**config.mk**
```make
export PLATFORM = sky130hd
export DESIGN_NAME = iwma_queue
export DESIGN_NICKNAME = d
export VERILOG_FILES = /design/src/rtl/iwma_pkg.sv /design/src/rtl/iwma_queue.sv
export SDC_FILE = /design/constraint.sdc
export NUM_CORES = 1
export LEC_CHECK = 0
export BUFFER_PORTS_ARGS = -buffer_cell sky130_fd_sc_hd__buf_2
export CAP_MARGIN = 10
export CORE_ASPECT_RATIO = 1.25
export CORE_MARGIN = 4
export CORE_UTILIZATION = 51
export CTS_CLUSTER_SIZE = 40
export DETAILED_ROUTE_END_ITERATION = 7
export PLACE_DENSITY = 0.86
export SYNTH_ARGS = -nofsm -noshare
export SYNTH_HDL_FRONTEND = slang
export SYNTH_SLANG_ARGS = --single-unit
```
**constraint.sdc**
```tcl
create_clock -name clk -period 2.5 [get_ports clk]
set_clock_uncertainty 0.05 [all_clocks]
set_input_delay 0.375 -clock clk [delete_from_list [all_inputs] [get_ports clk]]
set_output_delay 0.375 -clock clk [all_outputs]
set_load 0.02 [all_outputs]
```
**src/rtl/iwma_pkg.sv**
```systemverilog
// shared types and constants of the i/o window map allocator
package iwma_pkg;

  localparam int unsigned WINDOW_COUNT = 1024;
  localparam int unsigned WINDOW_SHIFT = 22;
  localparam int unsigned ADDR_W       = 32;
  localparam int unsigned IDX_W        = $clog2(WINDOW_COUNT);
  localparam int unsigned CNT_W        = $clog2(WINDOW_COUNT + 1);
  localparam int unsigned PAGE_W       = ADDR_W - WINDOW_SHIFT;
  localparam int unsigned NEED_W       = ADDR_W + 1 - WINDOW_SHIFT;
  localparam int unsigned CMP_W        = ADDR_W + 1;
  localparam logic [CMP_W-1:0] WIN_MASK = CMP_W'((64'd1 << WINDOW_SHIFT) - 64'd1);

  localparam int unsigned Q_DEPTH = 4;
  localparam int unsigned Q_PTR_W = $clog2(Q_DEPTH);
  localparam int unsigned Q_CNT_W = $clog2(Q_DEPTH + 1);

  typedef enum logic [0:0] {
    REQ_ALLOC  = 1'b0,
    REQ_LOOKUP = 1'b1
  } req_t;

  typedef enum logic [1:0] {
    ST_OK       = 2'd0,
    ST_SKIP     = 2'd1,
    ST_FULL     = 2'd2,
    ST_UNMAPPED = 2'd3
  } status_t;

  typedef struct packed {
    req_t              req_type;
    logic [7:0]        owner_id;
    logic [2:0]        bar_index;
    logic [ADDR_W-1:0] bar_extent;
    logic [ADDR_W-1:0] io_address;
  } in_req_t;

  typedef struct packed {
    status_t           status;
    logic [7:0]        found_owner;
    logic [2:0]        found_bar;
    logic [ADDR_W-1:0] base_address;
    logic [ADDR_W-1:0] end_address;
    logic [ADDR_W-1:0] bar_offset;
  } out_res_t;

  // what the back end has to do with a queued item
  typedef enum logic [1:0] {
    K_DONE   = 2'd0,
    K_ALLOC  = 2'd1,
    K_LOOKUP = 2'd2
  } q_kind_t;

  // idx: first window on allocate, window on lookup
  // data: extent on allocate, address on lookup
  typedef struct packed {
    q_kind_t           kind;
    status_t           status;
    logic [7:0]        owner;
    logic [2:0]        bar;
    logic [IDX_W-1:0]  idx;
    logic [IDX_W-1:0]  last;
    logic [ADDR_W-1:0] data;
  } q_ent_t;

  typedef struct packed {
    logic [7:0]       owner;
    logic [2:0]       bar;
    logic [IDX_W-1:0] base;
  } win_ent_t;

  typedef enum logic [1:0] {
    BK_RUN  = 2'b01,
    BK_FILL = 2'b10
  } bk_state_t;

endpackage

```
**src/rtl/iwma_queue.sv**
```systemverilog
// short item queue between front and back end
module iwma_queue (
  input  logic             clk,
  input  logic             rst_n,
  input  logic             push,
  input  iwma_pkg::q_ent_t push_ent,
  input  logic             pop,
  output iwma_pkg::q_ent_t head_ent,
  output logic             empty,
  output logic             full
);

  iwma_pkg::q_ent_t            q_mem_r [iwma_pkg::Q_DEPTH];
  logic [iwma_pkg::Q_PTR_W-1:0] wr_ptr_r, rd_ptr_r;
  logic [iwma_pkg::Q_CNT_W-1:0] cnt_r;

  assign head_ent = q_mem_r[rd_ptr_r];
  assign empty    = (cnt_r == '0);
  assign full     = (cnt_r == iwma_pkg::Q_CNT_W'(iwma_pkg::Q_DEPTH));

  always_ff @(posedge clk) begin
    if (push) begin
      q_mem_r[wr_ptr_r] <= push_ent;
    end
  end

  always_ff @(posedge clk) begin
    if (!rst_n) begin
      wr_ptr_r <= '0;
      rd_ptr_r <= '0;
      cnt_r    <= '0;
    end else begin
      if (push) begin
        wr_ptr_r <= wr_ptr_r + iwma_pkg::Q_PTR_W'(1);
      end
      if (pop) begin
        rd_ptr_r <= rd_ptr_r + iwma_pkg::Q_PTR_W'(1);
      end
      if (push && !pop) begin
        cnt_r <= cnt_r + iwma_pkg::Q_CNT_W'(1);
      end else if (pop && !push) begin
        cnt_r <= cnt_r - iwma_pkg::Q_CNT_W'(1);
      end
    end
  end

endmodule

```
# Word level (Yosys, flattened, before mapping)
# Memory sizes are Yosys's and may differ from the RTL's. A register that Yosys moved wholly into a read port is not among the register bits.
# Index checks and enable logic that the tools add are counted.
# Widths: inputs -> output; s select.
# op_classes
n_eq_ne	1
n_mux	6
add_sub_neg	4
reduce_logical	6
# ops
cell	n
$mux 3	2
$add 2x1->2 const B	2
$mux 2	2
$add 3x1->3 const B	1
$eq 3x3->1 const B	1
$logic_not 3->1	1
$sub 3x1->3 const B	1
$logic_and 1x1->1	2
$logic_not 1->1	2
$mux 1	2
$reduce_bool 2->1	1
# word_totals
reg_bits	7
in_bits	71
out_inout_bits	69
mem_count	1
mem_bits_rw	268
# memory_table
memory	depth	word_bits	read_ports	rd_ports_with_merged_regs	wr	line_no	source
q_mem_r	4	67	1	1	1	iwma_queue.sv:13	iwma_pkg::q_ent_t q_mem_r [iwma_pkg::Q_DEPTH];

# Depth between registers and ports, before layout
# logic_depth
word_depth	4
depth_mapped	7

# Worst setup path after synthesis
# No wires, ideal clock.
# synth_path
kind	reg2reg
start	register wr_ptr_r[0] (netlist bit)
end	memory q_mem_r[0][0] (netlist bit) (enable)
stages_incl_launch_ff	4
synth_period_minus_slack_ps	2595
setup_ps	432
arrival_ps	2113
setup_slack_ps	-95
n_path_buf	0
path_cell_list	dfxtp_1 inv_1 ha_1 and2_1
# synth_lines
element	line_no	source
start, declared	iwma_queue.sv:14	logic [iwma_pkg::Q_PTR_W-1:0] wr_ptr_r, rd_ptr_r;
start signal, assigned	iwma_queue.sv:34	wr_ptr_r <= wr_ptr_r + iwma_pkg::Q_PTR_W'(1);
end, declared	iwma_queue.sv:13	
# No word-level cell before the write port.

==> summary.md <==
| Metric | Value |
|---|---|
| Status | finished, final reports clean |
| Max stage delay on crit path | 0.57 ns |
| Area Overhead vs Synth | 18.7% |
| CTS tree | built |
| Clock Power Share | 0.361 |
| CP Buf/Inv Count | 2 |
| Worst setup EP type | output port |
| Vias per cell | around 5.4 |
| I/O Buffers | around 140 |
| RR Endpoint | q_mem_r[1][44] |
| Core box area | 19500 um2 |
| Clock latency on the worst-skew pair | 0.50 ns |
| # nets final | 635 |
| Initial antenna violation count | 0 |
| Post-route minimum period | approximately 2.3 ns |
| Root Buffer | clkbuf_16 |
| Number of global-route vias before repair | 5095 |
| Sw frac | 0.217 |
| Ys Warns | 0 |
| Placed Instances | 795 |
| NetSw | between 2 and 2.5 mW |
| First-pass GRT wire length | around 29000 um |
| R2r worst-path depth | 4 |
| Fillcell total | about 1300 |
| Largest area contributor in the netlist | edfxtp_1 |
| Register bit total from synthesis | between 200 and 300 |
| Relative slew slack | 0.682 |
| Setup slack, reg-to-reg | 0.75 ns |
| Antenna violation net count after detailed routing | 0 |
| Worst path top cell family by delay | multiplexers |
| Maxcap violations | 0 |
| Slew @ Worst Pin | between 0.4 and 0.5 ns |
| Ranking of synthesized cells by area | edfxtp_1, mux4_2, dfxtp_1 |
| IO Pins | 140 |
| Routed Wire Length | around 18000 um |
| Via count | 4532 |
| Power per cell area | 848 nW/um2 |
| Commonest non-fill, non-tap cell in the layout | edfxtp_1 |
| Hold/Removal Path Class | in2reg |
| Combinational share of power | 0.110 |
| Avg Cell Area, Syn | roughly 26 um2 |
| Worst path required time | roughly 2.1 ns |
| Max FO, Critical Path | 31 |
| CP max stage cell | mux4_2 |
| DP Area | roughly 11000 um2 |
| 1st-pass router iterations | 4 |
| Startpoint Class | flop |
| Initial DRC count | about 280 |
| RSZ-0062 raised after global routing | false |
| Max clock buf depth | 3 |
| Reg clk slew, reported paths | ~0.060 ns |
| Crit path depth | 3 |
| Initial Util | 0.521 |
| Overall Global Routing Usage | 0.164 |
| Crit path to | head_ent[62] |
| H-tree level count | 1 |
| Sequential element share of the synthesized area | 0.811 |
| Worst vdd ir | ~0.62 mV |
| Syn_nets | 470 |
| Worst Path Arrival | around 1.9 ns |
| Setup_tns | 0 ns |
| Reg power frac | 0.529 |
| Synth top area share | 0.793 |
| Gp weighted congestion | a little over 0.7 |
| Site Rows | between 50 and 60 |
| Cells after Synth | 393 |
| Die Wd | approximately 130 um |
| N_diodes | 0 |
| Int Power | between 7 and 8 mW |
| Setup violators final | 0 |
| DIE AREA | roughly 22000 um2 |
| TritonCTS Sinks | about 280 |
| Max Freq | about 0.43 GHz |
| Final Max Slew Viols | 0 |
| Chip height | ~170 um |
| Pin count of the biggest net entering global routing | 32 |
| Share of cells above drive strength 1 | 0.455 |
| Commonest non-fill, non-tap cells in the layout | edfxtp_1, buf_2, mux4_2, clkbuf_16 |
| Period utilization | 0.933 |
| Critical-path cell list | buf_12 -> mux4_2 -> buf_2 |
| Gr ovfl total | 0 |
| Library cells used by synthesis | 22 |
| Syn Std Cell Area | approximately 10000 um2 |
| Final cell count without fillers | ~840 |
| Endpoints failing hold | 0 |
| Routed length per instance | 21.4 um |
| Critical R2R Launch | wr_ptr_r[1] |
| Leakage power | 4.08 nW |
| Post-route design area | ~12000 um2 |
| CP Class | reg2out |
| Number of buffers created by CTS | 25 |
| DP HPWL | between 10000 and 15000 um |
| DRC | 0 |
## logic make-up (layout without fill, tap and decap cells)
logic type      after synthesis  count (layout)  share of synthesized area
compound gates                2               2                    0.00123
simple gates                 15              15                    0.00900
mux                          69              69                      0.151
flops                       277             277                      0.811
buf+inv                      19             200                     0.0158
fa+ha+maj                     6               6                    0.00814
xor+xnor                      5               5                    0.00432
## state kept, by name (all words and copies together), names as in the netlist, named ones only
register and count:
q_mem_r 268, cnt_r 3, rd_ptr_r 2, wr_ptr_r 2
## synthesized netlist by cell type
library cell / n
fa_1: 1
and2_1: 9
buf_6: 1
buf_2: 4
o21ai_0: 1
or3_1: 1
xnor2_1: 2
edfxtp_1: 268
buf_12: 4
inv_1: 4
mux2i_1: 2
ha_1: 5
nor3b_1: 1
nor3_1: 1
nand2_1: 1
mux4_2: 67
dfxtp_1: 9
a21boi_0: 1
buf_4: 3
xor2_1: 3
buf_1: 3
nor2b_1: 2
## worst min path at each step
stage                endpoint  cells past startpoint          from
4_1_cts        q_mem_r[1][43]                      1  push_ent[43]
3_3_place_gp         cnt_r[2]                      2      cnt_r[2]
5_1_grt        q_mem_r[3][54]                      1  push_ent[54]
2_1_floorplan        cnt_r[2]                      2      cnt_r[2]
6_report       q_mem_r[3][54]                      1  push_ent[54]
3_5_place_dp         cnt_r[2]                      2      cnt_r[2]
## cell type report
type,instances,area [um2],share of cell area
Sequential cell,277,8240,0.684
Multi-Input combinational cell,97,1770,0.147
Timing Repair Buffer,153,892,0.0741
Clock buffer,31,668,0.0555
Tap cell,265,332,0.0275
Clock inverter,12,130,0.0108
Inverter,4,15.0,0.00125
## power by group through the flow
stage / Clock (mW) / Sequential (mW) / Combinational (mW)
2_1_floorplan: 0 / 5.47 / 0.756
3_3_place_gp: 0 / 5.49 / 1.11
3_5_place_dp: 0 / 5.51 / 1.14
4_1_cts: 3.78 / 5.41 / 1.14
5_1_grt: 4.02 / 5.42 / 1.21
6_report: 3.69 / 5.40 / 1.12
## through the flow
stage | setup WS [ns] | total power [mW] | hold slack (ns) | utilization
finish | 0.168 | 10.2 | 0.0298 | 0.618
detailed placement | 0.527 | 6.65 | 0.490 | 0.577
global route | 0.0524 | 10.6 | 0.00865 | 0.618
CTS | 0.0299 | 10.3 | 0.00817 | 0.618
global placement | 0.583 | 6.60 | 0.442 | 0.577
floorplan | 0.635 | 6.23 | 0.422 | -
## timing repair
| item | CTS | global route |
|---|---|---|
| hold buffers | 0 | 0 |
| endpoints found under the setup margin | 0 | 12 |
| buffers inserted | 0 | 1 |
| resized for setup | 0 | 0 |
## per-layer routing
layer  track usage  routed length [um]  vias up  part of all wire
met1         0.221                7230     2362              0.40
met4        0.0372                 324        0             0.018
met3        0.0355                1080       29             0.060
met2         0.277                9290      143              0.52
met5             0                   0        -                 0
li1              -                   -     1998                 -
No activity file was read; power rests on OpenSTA's default activity.
