<file path="config.mk">
export PLATFORM = sky130hd
export DESIGN_NAME = iwma_front
export DESIGN_NICKNAME = d
export VERILOG_FILES = /design/src/rtl/iwma_pkg.sv /design/src/rtl/iwma_front.sv
export SDC_FILE = /design/constraint.sdc
export NUM_CORES = 1
export LEC_CHECK = 0
export BUFFER_PORTS_ARGS = -buffer_cell sky130_fd_sc_hd__buf_2
export CAP_MARGIN = 20
export CORE_ASPECT_RATIO = 1.4
export CORE_MARGIN = 3
export CORE_UTILIZATION = 45
export DETAILED_ROUTE_END_ITERATION = 7
export GPL_ROUTABILITY_DRIVEN = 0
export PLACE_DENSITY = 0.94
export SLEW_MARGIN = 20
export SYNTH_ARGS = -nofsm -noshare
export SYNTH_HDL_FRONTEND = slang
export SYNTH_SLANG_ARGS = --single-unit
</file>
<file path="constraint.sdc">
create_clock -name clk -period 11.4 [get_ports clk]
set_input_delay 2.85 -clock clk [delete_from_list [all_inputs] [get_ports clk]]
set_output_delay 2.85 -clock clk [all_outputs]
set_load 0.05 [all_outputs]
</file>
<file path="src/rtl/iwma_pkg.sv">
// shared types and constants of the i/o window map allocator
package iwma_pkg;

  localparam int unsigned WINDOW_COUNT = 1024;
  localparam int unsigned WINDOW_SHIFT = 22;
  localparam int unsigned ADDR_W       = 32;
  localparam int unsigned IDX_W        = $clog2(WINDOW_COUNT);
  localparam int unsigned CNT_W        = $clog2(WINDOW_COUNT + 1);
  localparam int unsigned PAGE_W       = ADDR_W - WINDOW_SHIFT;
  localparam int unsigned NEED_W       = ADDR_W + 1 - WINDOW_SHIFT;
  localparam int unsigned CMP_W        = ADDR_W + 1;
  localparam logic [CMP_W-1:0] WIN_MASK = CMP_W'((64'd1 << WINDOW_SHIFT) - 64'd1);

  localparam int unsigned Q_DEPTH = 4;
  localparam int unsigned Q_PTR_W = $clog2(Q_DEPTH);
  localparam int unsigned Q_CNT_W = $clog2(Q_DEPTH + 1);

  typedef enum logic [0:0] {
    REQ_ALLOC  = 1'b0,
    REQ_LOOKUP = 1'b1
  } req_t;

  typedef enum logic [1:0] {
    ST_OK       = 2'd0,
    ST_SKIP     = 2'd1,
    ST_FULL     = 2'd2,
    ST_UNMAPPED = 2'd3
  } status_t;

  typedef struct packed {
    req_t              req_type;
    logic [7:0]        owner_id;
    logic [2:0]        bar_index;
    logic [ADDR_W-1:0] bar_extent;
    logic [ADDR_W-1:0] io_address;
  } in_req_t;

  typedef struct packed {
    status_t           status;
    logic [7:0]        found_owner;
    logic [2:0]        found_bar;
    logic [ADDR_W-1:0] base_address;
    logic [ADDR_W-1:0] end_address;
    logic [ADDR_W-1:0] bar_offset;
  } out_res_t;

  // what the back end has to do with a queued item
  typedef enum logic [1:0] {
    K_DONE   = 2'd0,
    K_ALLOC  = 2'd1,
    K_LOOKUP = 2'd2
  } q_kind_t;

  // idx: first window on allocate, window on lookup
  // data: extent on allocate, address on lookup
  typedef struct packed {
    q_kind_t           kind;
    status_t           status;
    logic [7:0]        owner;
    logic [2:0]        bar;
    logic [IDX_W-1:0]  idx;
    logic [IDX_W-1:0]  last;
    logic [ADDR_W-1:0] data;
  } q_ent_t;

  typedef struct packed {
    logic [7:0]       owner;
    logic [2:0]       bar;
    logic [IDX_W-1:0] base;
  } win_ent_t;

  typedef enum logic [1:0] {
    BK_RUN  = 2'b01,
    BK_FILL = 2'b10
  } bk_state_t;

endpackage

</file>
<file path="src/rtl/iwma_front.sv">
// front end: classifies items and keeps the free window count
module iwma_front (
  input  logic            clk,
  input  logic            rst_n,
  input  logic            acc,
  input  iwma_pkg::in_req_t in_req,
  output logic            push,
  output iwma_pkg::q_ent_t push_ent
);

  logic [iwma_pkg::CNT_W-1:0]  free_r, free_nxt;
  logic [iwma_pkg::CMP_W-1:0]  need_sum;
  logic [iwma_pkg::NEED_W-1:0] needed;
  logic [iwma_pkg::CNT_W-1:0]  first_cnt;
  logic [iwma_pkg::PAGE_W-1:0] page;
  logic                        unmapped;

  always_comb begin
    need_sum  = iwma_pkg::CMP_W'(in_req.bar_extent) + iwma_pkg::WIN_MASK;
    needed    = need_sum[iwma_pkg::CMP_W-1:iwma_pkg::WINDOW_SHIFT];
    first_cnt = free_r - iwma_pkg::CNT_W'(needed);
    page      = in_req.io_address[iwma_pkg::ADDR_W-1:iwma_pkg::WINDOW_SHIFT];
    // windows at or above the free count are the allocated ones
    unmapped  = (iwma_pkg::CMP_W'(page) >= iwma_pkg::CMP_W'(iwma_pkg::WINDOW_COUNT)) ||
                (iwma_pkg::CMP_W'(page) < iwma_pkg::CMP_W'(free_r));

    push_ent        = '0;
    push_ent.owner  = in_req.owner_id;
    push_ent.bar    = in_req.bar_index;
    push_ent.kind   = iwma_pkg::K_DONE;
    push_ent.status = iwma_pkg::ST_OK;
    free_nxt        = free_r;

    if (in_req.req_type == iwma_pkg::REQ_LOOKUP) begin
      if (unmapped) begin
        push_ent.status = iwma_pkg::ST_UNMAPPED;
      end else begin
        push_ent.kind = iwma_pkg::K_LOOKUP;
        push_ent.idx  = iwma_pkg::IDX_W'(page);
        push_ent.data = in_req.io_address;
      end
    end else if (in_req.bar_extent == '0) begin
      push_ent.status = iwma_pkg::ST_SKIP;
    end else if (iwma_pkg::CMP_W'(needed) > iwma_pkg::CMP_W'(free_r)) begin
      push_ent.status = iwma_pkg::ST_FULL;
    end else begin
      push_ent.kind = iwma_pkg::K_ALLOC;
      push_ent.idx  = iwma_pkg::IDX_W'(first_cnt);
      push_ent.last = iwma_pkg::IDX_W'(free_r - iwma_pkg::CNT_W'(1));
      push_ent.data = in_req.bar_extent;
      if (acc) begin
        free_nxt = first_cnt;
      end
    end
  end

  assign push = acc;

  always_ff @(posedge clk) begin
    if (!rst_n) begin
      free_r <= iwma_pkg::CNT_W'(iwma_pkg::WINDOW_COUNT);
    end else begin
      free_r <= free_nxt;
    end
  end

  a_free_bound: assert property (@(posedge clk) disable iff (!rst_n)
    free_r <= iwma_pkg::CNT_W'(iwma_pkg::WINDOW_COUNT))
    else $error("free window count above table size");

  a_free_shrinks: assert property (@(posedge clk) disable iff (!rst_n)
    1'b1 |=> free_r <= $past(free_r))
    else $error("free window count grew");

  a_alloc_top: assert property (@(posedge clk) disable iff (!rst_n)
    (push && push_ent.kind == iwma_pkg::K_ALLOC) |=>
      free_r == iwma_pkg::CNT_W'($past(push_ent.idx)))
    else $error("allocated run does not end the free range");

endmodule

</file>
After elaboration in Yosys (flattened, before gate mapping) --
Index checks and enable logic that the tools add are counted.
Storage, ports and cells: bits in registers 11, bits of input ports 79, output and inout bits 68, logic and storage cells 25
Operators by class: $add $sub $neg 3, magnitude comparators 2, multiplexer cells 14, bitwise gates (word level) 3, reduce and logical (&&, ||, !) cells 2
Operators by type and width (count):
- $mux W52 | 2
- $mux W32 | 2
- $add A32 B22 Y33 const B | 1
- $logic_not A32 Y1 | 1
- $mux W10 | 3
- $gt A11 B11 Y1 | 1
- $lt A10 B11 Y1 | 1
- $sub A11 B11 Y11 | 1
- $sub A10 B1 Y10 const B | 1
- $mux W2 | 4
- $mux W4 | 1
- $reduce_and A4 Y1 | 1
- $not A1 Y1 | 3
- $mux W1 | 2

Logic depth before layout (Yosys ltp) --
Gate-level depths: netlist of the first run.
word-level depth 5, gate-level depth with buffers 15, gate-level depth less buffers 14

Worst setup path before layout of the first run --
OpenSTA, ideal clock, no wires.
path type input-to-output, start point in in_req[40] in the netlist's numbering, end point out push_ent[36] in the netlist's numbering, arrival 6.110 ns, path slack 2.440 ns, stages 14, buffers on the path 1, path through or4_1 -> nor3_2 -> a21boi_1 -> and4_1 -> nand2_1 -> xor2_1 -> ha_1 -> a21o_1 -> a21oi_1 -> o21bai_1 -> a31o_2 -> nand2_2 -> buf_2 -> a21oi_1
RTL lines:
- from (decl) | line iwma_front.sv:6 | input iwma_pkg::in_req_t in_req,
- to (decl) | line iwma_front.sv:8 | output iwma_pkg::q_ent_t push_ent

==> results.txt, run 1 <==
The met3 routed wirelength came out at 1.05 mm. The worst-margin pin slew is 0.666 ns. The largest registers in the layout are free_r (11). The detailed placement HPWL is 6.69 mm.

The cell-internal power came out at 141 uW. The required time of the critical path came out at 8.55 ns. The final design utilization is 59.6%. The level count of the clock H-tree is 1.

The ratio of final minimum period to clock period came out at 86.4%. The core footprint is 4540 um^2. Walking the worst path, the cells encountered are buf_2 > or4_1 > nor3_2 > a21boi_1 > and4_1 > nand2_1 > xor2_1 > ha_1 > a21o_1 > a21oi_1 > o21bai_1 > a31o_2 > nand2_2 > inv_2 > a22o_1 > buf_2.

The worst-case clock buffer depth came out at 2. The count of filler cells inserted in the layout is 406. The layout net count is 486. The routed design has 8.17 mm of wire.

The synthesized-area fraction occupied by ao, oa, aoi and oai cells came out at 36.7%. Global routing used 27.4% of the available tracks. The highest clock rate came out at 0.102 GHz.

The data arrival time of the critical path is 6.99 ns. The met1 layer wirelength in the final routing came out at 2.95 mm. The TritonCTS buffer count came out at 3. The die covers 5610 um^2. The number of nets with antenna violations after detailed routing came out at 0. The flip-flop count of the largest register, all copies and words added came out at 11. The horizontal die dimension is 64.2 um. Including well taps, the total number of placed cells is 442. The run finished with clean final reports. The number of gates resized after CTS was 0.

The worst register-to-register path begins at free_r[0]$_SDFFE_PN0P_. In this run the most critical hold path is launched from free_r[9]$_SDFFE_PN0P_. The endpoint identified for the worst register-to-register timing path is free_r[8]$_SDFFE_PN0P_. The share of Yosys cell area claimed by the top area cell type is 16.4%. The worst setup path is launched from an input pin. The final-report hold violation count came out at 0. The proportion of synthesized area in mux cells is 0%.

The arithmetic-cell share of the synthesized area counting full adders, half adders and majority gates came out at 13.3%. The worst hold path was traced through 2 stages. The tree is rooted in a sky130_fd_sc_hd__clkbuf_8.

The clock latency of the later-clocked register in the worst-skew pair came out at 0.23 ns. The I/O pin total came out at 147. The cell count after synthesis came out at 280. The maximum resistive drop on vdd came out at 0.000103 V. The number of antenna violations at the first check in global routing came out at 0. The depth of the most critical reg-to-reg path came out at 9. The worst setup path is captured at an output port. Net switching is 57.6% of the power. The count of standard-cell rows came out at 29. Using the TritonRoute via totals, the vias-per-cell ratio works out to 6.09. In this run the worst hold path is classified as register to register. The placed cell area came out at 2660 um^2. The worst setup path is of the input pin to output port kind. The total DRC errors in the routed layout came out at 0. The remaining global-route overflow is 0. The detailed-routing iteration count for the pre-antenna-repair pass came out at 5. sky130_fd_sc_hd__a22o_1 takes more of the synthesized area than any other cell. Ranked by flip-flop count, first place goes to free_r.

The dominant synthesized flop cell is sky130_fd_sc_hd__dfxtp_1. The share of final-layout standard cells stronger than drive strength 1 is 35.9%. The number of register bits inferred by synthesis is 11. The met2 routed wirelength came out at 3.91 mm. The post-synthesis cell area came out at 2130 um^2. The pin count of the biggest net entering global routing is 41. The synthesized area divided by synthesized cell count came out at 7.61 um^2. Of the total synthesized cell area, the portion taken by XOR and XNOR cells is 8.63%. After layout, the minimum clock period comes to 9.84 ns. The repair_antennas step left the layout with diodes totalling 0.

Between clock sinks in the finished design, the worst skew comes to 0.00276 ns. After routing, the total negative slack on setup checks comes to 0 ns. Relative to the synthesized area, the layout overhead comes to 26.7%.

Counting every sink on the clock net gives 11. After the first detailed-routing iteration, the DRC count stood at 132. Max-cap violations in this run came to 0. The count of flip-flops with a built-in enable after synthesis is 0.

Setup repair after global routing left no endpoint under its margin. The minimum setup slack among reg-to-reg paths is 9.01 ns. Detailed routing inserted a total of 2717 vias.

After synthesis, the largest family of logic cells by area is compound AO/OA/AOI/OAI gates. The post-CTS clock slew at the launch and capture registers of the worst setup and hold paths came out at 0.05 ns. By area the synthesized netlist is led by sky130_fd_sc_hd__a22o_1 (16%), sky130_fd_sc_hd__ha_1 (12%), sky130_fd_sc_hd__dfxtp_1 (10%).

The yosys synthesis warning count came out at 0. The clock share of power is 11.3%. Once the floorplan was initialized, standard cells occupied 47.0% of the core. Among all stages on the critical path, the largest delay is contributed by sky130_fd_sc_hd__inv_2. Post-CTS timing repair inserted 0 buffers for setup.

In this run the power spent charging and discharging nets is 192 uW. The routed length per placed instance came out at 18.3 um. The register area share after synthesis came out at 10.3%.

The floorplan die height is 87.4 um. The share of flip-flops with an asynchronous set or reset came out at 0%. The power density normalized to cell area is 123 nW/um^2.

The number of port buffers is 124. The final non-filler cell area came out at 2700 um^2. The number of global-route vias before repair is 2579. The synthesized netlist devotes 19.7% of its cell area to simple gates.

The largest single stage delay on the critical path is 0.56 ns. The tightest slew margin relative to the limit came out at 55.0%. The topmost layer with routed signal wires is met4. The number of different library cells used by synthesis comes to 48.

The design draws 333 uW. The first global-routing pass estimated 12.3 mm of wire. The number of endpoints failing setup at the final stage came out at 0. The sequential share of power is 14.6%.

The count of non-filler cells in the finished layout is 446. The max-slew violation count is 0. For this design the static power due to leakage is 0.00132 uW.

The quantity of hold-fixing buffers added after cts is 0. The TritonCTS clock tree is built. The share of power burned in combinational logic came out at 74.1%. For hold timing, the worst endpoint is free_r[9]$_SDFFE_PN0P_. The most numerous cell type found on the critical path is sky130_fd_sc_hd__buf_2. The largest driver fanout on the critical path came out at 40. Counting every net in the synthesized netlist gives 381.
-- power groups by stage --
stage	registers, uW	clock network [uW]	logic (uW)
finish	48.7	37.7	247
global route	49.0	39.7	263
CTS	48.3	38.5	245
detailed placement	49.0	0	244
global placement	49.0	0	241
floorplan	46.8	0	199
-- per-layer routing --
layer  GRT usage, %  vias up
met1           31.8     1226
met5              0        -
li1               -     1262
met4           11.0        0
met3           7.11       24
met2           47.8      205
-- critical path, delay by kind of cell --
kind,cells,cell delay (ns)
buf+inv,3,0.95
xor+xnor,1,0.08
compound gates,6,1.35
simple gates,5,1.38
fa+ha+maj,1,0.38
-- logic make-up after synthesis --
group / Yosys count
AND/OR/NAND/NOR: 79
XOR/XNOR: 21
buffers and inverters: 41
AO/OA/AOI/OAI: 106
flip-flops: 11
adder cells (fa/ha/maj): 22
-- area by class of cell --
type | count | area (um^2) | share of cell area, %
repair buffers | 125 | 628 | 23.3
well taps | 62 | 77.6 | 2.87
flip-flops and latches | 11 | 220 | 8.15
clock buffers | 4 | 45.0 | 1.67
inverters | 16 | 60.1 | 2.22
multi-input cells | 228 | 1670 | 61.8
-- layout by cell type (no fill, tap or decap), types with 2 or more instances in the layout --
master / synthesis / layout
sky130_fd_sc_hd__a31o_2: 3 / 3
sky130_fd_sc_hd__nor2_1: 19 / 19
sky130_fd_sc_hd__a21o_1: 5 / 5
sky130_fd_sc_hd__a211oi_1: 5 / 5
sky130_fd_sc_hd__and4_1: 2 / 2
sky130_fd_sc_hd__inv_1: 15 / 15
sky130_fd_sc_hd__a21oi_1: 23 / 23
sky130_fd_sc_hd__or4_1: 3 / 3
sky130_fd_sc_hd__xnor2_1: 13 / 13
sky130_fd_sc_hd__nor2b_1: 3 / 3
sky130_fd_sc_hd__buf_2: 4 / 124
sky130_fd_sc_hd__dfxtp_1: 11 / 11
sky130_fd_sc_hd__and2_1: 2 / 2
sky130_fd_sc_hd__o2bb2ai_1: 3 / 3
sky130_fd_sc_hd__ha_1: 21 / 21
sky130_fd_sc_hd__o31a_1: 2 / 2
sky130_fd_sc_hd__clkbuf_8: 0 / 3
sky130_fd_sc_hd__nor3_2: 2 / 2
sky130_fd_sc_hd__nand3_1: 13 / 13
sky130_fd_sc_hd__nand2_1: 12 / 12
sky130_fd_sc_hd__nor3_1: 5 / 5
sky130_fd_sc_hd__o21ai_0: 14 / 14
sky130_fd_sc_hd__nand2b_1: 3 / 3
sky130_fd_sc_hd__o211ai_1: 2 / 2
sky130_fd_sc_hd__nor4_1: 7 / 7
sky130_fd_sc_hd__a22o_1: 40 / 40
sky130_fd_sc_hd__xor2_1: 8 / 8
-- metrics by stage --
step	hold WS (ns)	setup WS, ns
after global placement	0.492	1.76
after CTS	0.516	1.60
after floorplan	0.471	2.44
final	0.512	1.56
after global routing	0.532	1.31
after detailed placement	0.506	1.62
-- how the worst max path moves through the flow --
stage                     slack, ns            to  depth (start not counted)  startpoint
after global routing           1.31  push_ent[14]                         16  in_req[40]
final                          1.56  push_ent[12]                         16  in_req[40]
after detailed placement       1.62  push_ent[15]                         16  in_req[40]
after CTS                      1.60  push_ent[15]                         16  in_req[40]
after floorplan                2.44  push_ent[36]                         14  in_req[40]
after global placement         1.76  push_ent[14]                         16  in_req[40]
-- cells in the mapped netlist (all sizes together), types with 3 or more instances --
cell and instances:
a21o 5, a21oi 23, or4 3, nor3 7, a31o 3, o2bb2ai 3, a211oi 6, nor2b 3
a22o 40, nand2b 3, dfxtp 11, xnor2 13, nand2 13, inv 16, buf 21, nor2 19
clkbuf 4, nand3 13, o21ai 14, nor4 7, ha 21, xor2 8
No activity file was read; power rests on OpenSTA's default activity.
==> run 2: changes to the inputs <==
--- a/config.mk
+++ b/config.mk
@@ -13,6 +13,7 @@
 export DETAILED_ROUTE_END_ITERATION = 7
 export GPL_ROUTABILITY_DRIVEN = 0
 export PLACE_DENSITY = 0.94
+export RECOVER_POWER = 50
 export SLEW_MARGIN = 20
 export SYNTH_ARGS = -nofsm -noshare
 export SYNTH_HDL_FRONTEND = slang
==> run 2 against run 1 <==
  * Non-clock buffer count unchanged
  * Critical path depth unchanged
  * Register-to-register slack got worse by 0.16 ns
  * Clock skew increased by 0.0026 ns
  * Largest power group unchanged
==> results.txt, run 2 (synthesis gave the netlist of run 1 again) <==
The final layout contains 486 nets. The quantity of hold-fixing buffers added after cts came out at 0. The clock share of power is 11.6%.

The count of non-filler cells in the finished layout is 446. The number of antenna violations at the first check in global routing came out at 0. The post-CTS clock slew at the launch and capture registers of the worst setup and hold paths is 0.05 ns. The share of power burned in combinational logic is 73.7%. The pre-CTS setup slack came out at 1.62 ns. The floorplan die height came out at 87.4 um. In this run the most critical hold path is launched from free_r[9]$_SDFFE_PN0P_. The global-route wire length before repair came out at 12.3 mm. The flow ran to the end, and the final reports show no timing, DRC or antenna violations. After legalization and detailed placement, the total HPWL measured 6.69 mm. In this run switching power makes up 58.1% of total power.

The I/O pin total is 147. The routed length per placed instance is 18.2 um. For the final database, setup skew stands at 0.00532 ns. Entering global routing, the biggest net connects 41 pins. Of the cells placed in the final design, the portion with a size suffix greater than 1 is 31.0%.

The maximum resistive drop on vdd is 0.000103 V. Static timing analysis puts the maximum clock frequency at 0.0966 GHz. Power comes to 331 uW. The category of the worst setup path launch point is an input pin.

The class of the tightest hold or removal check is register to register. The clock net in this run drives a total of 11 sinks. The register with the most flip-flops in the layout has 11 of them. The critical path is of the input pin to output port type. CTS built an H-tree with a depth of 1. The largest registers in the layout are free_r (11). The horizontal die dimension is 64.2 um. Adding up every negative setup slack in the final design gives 0 ns. The switching power total came out at 192 uW.

The start point of the critical path is in_req[40]. Leaving out fill and tap cells, the most frequent cells in the layout are sky130_fd_sc_hd__buf_2 (110), sky130_fd_sc_hd__a22o_1 (40), sky130_fd_sc_hd__a21oi_1 (23), sky130_fd_sc_hd__ha_1 (21), sky130_fd_sc_hd__nor2_1 (19). The shortest period the worst path allows is 10.35 ns. The max capacitance violation total is 0. The remaining global-route overflow came out at 0. The violation count after the first detailed-route iteration is 165. The most common cell after layout, fill and taps aside is sky130_fd_sc_hd__buf_2. The number of gates resized after CTS was 0.

The worst register-to-register path begins at free_r[5]$_SDFFE_PN0P_. At the later pin of the worst-skew pair, clock insertion delay measures 0.24 ns. The internal portion of the total power is 139 uW. The signed area change from the synthesized netlist to the final layout is 25.1%. The setup fix buffers added after clock tree synthesis is 0. The antenna diode instance count is 0. The detailed-routing iteration count for the pre-antenna-repair pass is 4. The max-slew violation count is 0. The total area inside the core boundary comes to 4540 um^2.

Setup repair after global routing left no endpoint under its margin. After detailed routing, the number of remaining DRC violations is 0. The via count normalized by instance count is 6.12.

The overall routing resource usage is 27.4%. The power density normalized to cell area came out at 124 nW/um^2. The worst-case clock buffer depth is 2. The number of vias after detailed routing came out at 2731. At the end of the flow the core is filled with cells to 58.8%. The count of standard-cell rows came out at 29. The effective utilization at floorplan came out at 47.0%. The tightest slew margin relative to the limit came out at 14.0%. The tree is rooted in a sky130_fd_sc_hd__clkbuf_8. The TritonCTS buffer count came out at 3. The leakage power figure is 0.00126 uW. The share of total power dissipated in sequential elements is 14.8%. The placed cell count came out at 442. The total wire length after detailed routing came out at 8.12 mm. Of all nets on the critical path, the largest fanout is 40.

The worst path setup slack after routing came out at 1.05 ns. Counting flops per register, the top entry is free_r. The TritonCTS clock tree is built. Port buffering added 124 buffers. The number of global-route vias before repair came to 2579.

The required time of the critical path is 8.55 ns. The area enclosed by the die boundary is 5610 um^2. The number of nets with antenna violations after detailed routing came out at 0. The ratio of final minimum period to clock period came out at 90.8%.

STA classifies the critical path endpoint as an output port. The data arrival time of the critical path is 7.50 ns. The final-report hold violation count came out at 0. The worst-margin pin slew came out at 1.29 ns. Setup violations remaining at the end of the flow were counted as 0.
[run 2: final cells by class]
| cell class | count | area (um^2) |
|---|---|---|
| Clock buffer | 4 | 45.0 |
| Tap cell | 62 | 77.6 |
| Fill cell | 417 | 1870 |
| Inverter | 16 | 60.1 |
| Sequential cell | 11 | 220 |
| Multi-Input combinational cell | 228 | 1660 |
| Timing Repair Buffer | 125 | 607 |
[run 2: stage by stage]
stage / cell area (um^2) / hold slack [ns]
final: 2670 / 0.511
after global routing: 2670 / 0.532
after CTS: 2700 / 0.516
after detailed placement: 2660 / 0.506
after global placement: 2660 / 0.492
after floorplan: 2130 / 0.471
[run 2: critical path, cell delays in order]
cell                       delay, ns
sky130_fd_sc_hd__buf_2          0.10
sky130_fd_sc_hd__or4_1          0.51
sky130_fd_sc_hd__nor3_1         0.29
sky130_fd_sc_hd__a21boi_0       0.36
sky130_fd_sc_hd__and4_1         0.38
sky130_fd_sc_hd__nand2_1        0.10
sky130_fd_sc_hd__xor2_1         0.08
sky130_fd_sc_hd__ha_1           0.38
sky130_fd_sc_hd__a21o_1         0.20
sky130_fd_sc_hd__a21oi_1        0.08
sky130_fd_sc_hd__o21bai_1       0.19
sky130_fd_sc_hd__a31o_1         0.37
sky130_fd_sc_hd__nand2_1        0.36
sky130_fd_sc_hd__inv_2          0.61
sky130_fd_sc_hd__a22o_1         0.32
sky130_fd_sc_hd__buf_2          0.29
[run 2: final timing paths]
| check | endpoint | slack (ns) | cells after the start |
|---|---|---|---|
| max | push_ent[15] | 1.05 | 16 |
| min | free_r[9]$_SDFFE_PN0P_ | 0.51 | 2 |
| max reg2reg | free_r[1]$_SDFFE_PN0P_ | 8.85 | 7 |
| min reg2reg | free_r[9]$_SDFFE_PN0P_ | 0.51 | 2 |
[run 2: power by group through the flow]
stage | registers (uW) | clock network (uW) | logic, uW
after global routing | 49.0 | 39.7 | 260
after detailed placement | 49.0 | 0 | 244
after CTS | 48.3 | 38.5 | 245
final | 48.9 | 38.3 | 244
after floorplan | 46.8 | 0 | 199
after global placement | 49.0 | 0 | 241
[run 2: per-layer routing]
metal	vias to the layer above	part of all wire, %	global-route usage [%]
met1	1256	36	31.8
met4	0	4.2	11.0
met3	33	12	7.11
li1	1266	-	-
met5	-	0	0
met2	176	47	47.8
==> run 3: changes to the inputs <==
--- a/config.mk
+++ b/config.mk
@@ -12,7 +12,8 @@
 export CORE_UTILIZATION = 45
 export DETAILED_ROUTE_END_ITERATION = 7
 export GPL_ROUTABILITY_DRIVEN = 0
-export PLACE_DENSITY = 0.94
+export MAX_ROUTING_LAYER = met4
+export PLACE_DENSITY = 0.9
 export RECOVER_POWER = 50
 export SLEW_MARGIN = 20
 export SYNTH_ARGS = -nofsm -noshare
==> run 3 against run 2 <==
  * Setup slack got worse by 0.029 ns
  * Clock power increased by 2%
  * Via count down 1.3%
  * Critical endpoint unchanged
==> results.txt, run 3 (synthesis gave the netlist of run 1 again) <==
The critical path is of the input pin to output port type. The tightest slew margin relative to the limit is 24.8%. The number of clock sinks is 11.

For this run, design rule violations remaining after detail routing come to 0. The layout net count is 486. The count of standard-cell rows is 29. The count of filler cells inserted in the layout is 420. The number of antenna violations at the first check in global routing came to 0.

The repair_antennas step left the layout with diodes totalling 0. The post-route worst hold slack came out at 0.530 ns. The via count normalized by instance count is 6.04. The area enclosed by the die boundary came out at 5610 um^2.

The overall routing resource usage came out at 27.4%. The depth of the most critical reg-to-reg path is 7. For flop-to-flop paths, the worst setup slack is 8.79 ns. The tree is rooted in a sky130_fd_sc_hd__clkbuf_8.

The flip-flop count of the largest register, all copies and words added came out at 11. The floorplan step set the die height to 87.4 um. The highest clock rate is 0.0964 GHz. The pin count of the biggest net entering global routing came out at 41. Setup repair after global routing left no endpoint under its margin.

For this run, the detailed router's first-pass iteration total came to 5. For this run the aggregate overflow at the end of global routing stands at 0. The flow ran to the end, and the final reports show no timing, DRC or antenna violations. Setup violations remaining at the end of the flow were counted as 0. The leakage power figure is 0.00126 uW. The level count of the clock H-tree is 1. The endpoint identified for the worst register-to-register timing path is free_r[1]$_SDFFE_PN0P_. The setup clock skew after layout is 0.00348 ns. The class of the tightest hold or removal check is register to register. The signed area change from the synthesized netlist to the final layout came out at 25.1%. The core footprint came out at 4540 um^2. The max capacitance violation total is 0.

In this run, CTS created clock tree buffers numbering 3. The library cells used most frequently in the layout, excluding fill and tap cells, are sky130_fd_sc_hd__buf_2 (110), sky130_fd_sc_hd__a22o_1 (40), sky130_fd_sc_hd__a21oi_1 (23), sky130_fd_sc_hd__ha_1 (21), sky130_fd_sc_hd__nor2_1 (19). The worst-margin pin slew came out at 1.13 ns. The I/O pin total came out at 147. The setup fix buffers added after clock tree synthesis is 0. The sum of negative setup slack came out at 0 ns. The total wire length after detailed routing came out at 7.96 mm. In this run the remaining antenna-violating nets after routing total 0. The required time of the critical path came out at 8.55 ns.

The quantity of hold-fixing buffers added after cts is 0. For the worst setup path, the data arrival time is 7.53 ns. The number of global-route vias before repair came out at 2491. Leaving out fill and tap cells, the most frequent cell in the layout is sky130_fd_sc_hd__buf_2. The startpoint of the lowest-slack hold path is free_r[9]$_SDFFE_PN0P_. The effective utilization at floorplan is 47.0%.

The share of final-layout standard cells stronger than drive strength 1 came out at 31.0%. The number of resized instances in the post-cts repair step is 0. The number of port buffers is 124.

The shortest period the worst path allows came out at 10.38 ns. STA classifies the critical path startpoint as an input pin. The HPWL after detailed placement is 6.50 mm. The placed instances occupy a cell area of 2660 um^2. In the finished design, the share of the clock period the worst path needs comes to 91.0%. At the later pin of the worst-skew pair, clock insertion delay measures 0.24 ns. Tracing the worst setup path back leads to its startpoint at in_req[40]. The global-route wire length before repair is 12.0 mm.

The register with the most flip-flops is free_r. The number of vias after detailed routing came out at 2696. The power density normalized to cell area is 124 nW/um^2. The clock passes through at most 2 buffers.

The final-report hold violation count was 0. The final non-filler cell area is 2670 um^2. The worst register-to-register path begins at free_r[5]$_SDFFE_PN0P_.

Across the VDD grid, the largest voltage drop is 0.000111 V. The horizontal die dimension is 64.2 um. The critical path ends at push_ent[15]. The max-slew violation count came out at 0. STA classifies the critical path endpoint as an output port.

The routed length per placed instance came out at 17.8 um. The violation count after the first detailed-route iteration came out at 107. The post-CTS clock slew at the launch and capture registers of the worst setup and hold paths is 0.05 ns. The largest registers in the layout are free_r (11). Along the worst path, the maximum fanout reaches 40. TritonCTS built the clock tree.
==> run 3: cell counts in the layout (fill, tap and decap cells not counted) <==
No cell type changed its count.
==> run 3: worst max-delay path, cell delays in order <==
cell and delay [ns]:
sky130_fd_sc_hd__buf_2 0.10, sky130_fd_sc_hd__or4_1 0.51, sky130_fd_sc_hd__nor3_1 0.29, sky130_fd_sc_hd__a21boi_0 0.38, sky130_fd_sc_hd__and4_1 0.38, sky130_fd_sc_hd__nand2_1 0.10
sky130_fd_sc_hd__xor2_1 0.07, sky130_fd_sc_hd__ha_1 0.36, sky130_fd_sc_hd__a21o_1 0.21, sky130_fd_sc_hd__a21oi_1 0.08, sky130_fd_sc_hd__o21bai_1 0.21, sky130_fd_sc_hd__a31o_1 0.37
sky130_fd_sc_hd__nand2_1 0.36, sky130_fd_sc_hd__inv_2 0.61, sky130_fd_sc_hd__a22o_1 0.31, sky130_fd_sc_hd__buf_2 0.29
==> run 3: worst min-delay path by stage <==
| stage | endpoint | slack, ns | depth (start not counted) |
|---|---|---|---|
| 3_5_place_dp | free_r[9]$_SDFFE_PN0P_ | 0.52 | 2 |
| 2_1_floorplan | free_r[9]$_SDFFE_PN0P_ | 0.47 | 2 |
| 6_report | free_r[9]$_SDFFE_PN0P_ | 0.53 | 2 |
| 5_1_grt | free_r[9]$_SDFFE_PN0P_ | 0.55 | 2 |
| 3_3_place_gp | free_r[9]$_SDFFE_PN0P_ | 0.50 | 2 |
| 4_1_cts | free_r[9]$_SDFFE_PN0P_ | 0.53 | 2 |
==> run 3: report_power, final <==
group	total [uW]	switching, uW	internal [uW]
sequential	48.9	6.69	42.2
clock	39.2	14.6	24.6
combinational	244	172	72.0
==> run 3: area by class of cell <==
class                      instances  area (um^2)  area share, %
clock buffer                       4         45.0           1.69
sequential                        11          220           8.26
tap                               62         77.6           2.91
timing repair buffer             125          607           22.8
multi-input combinational        228         1660           62.1
inverter                          16         60.1           2.25
==> run 3: routing by layer <==
metal | GRT usage, % | vias to the layer above | routed length, um
met3 | 5.04 | 29 | 883
li1 | - | 1270 | -
met4 | 9.23 | 0 | 271
met5 | - | - | 0
met2 | 50.0 | 177 | 4000
met1 | 29.6 | 1220 | 2810
==> run 3: metrics by stage <==
step                      worst slack [ns]  util [%]  instances  power [uW]
after global placement                1.73      58.6        442         289
after floorplan                       2.44         -        280         245
after detailed placement              1.65      58.6        442         293
final                                 1.02      58.8        446         332
after CTS                             1.61      59.6        446         333
after global routing                 0.633      58.8        446         349
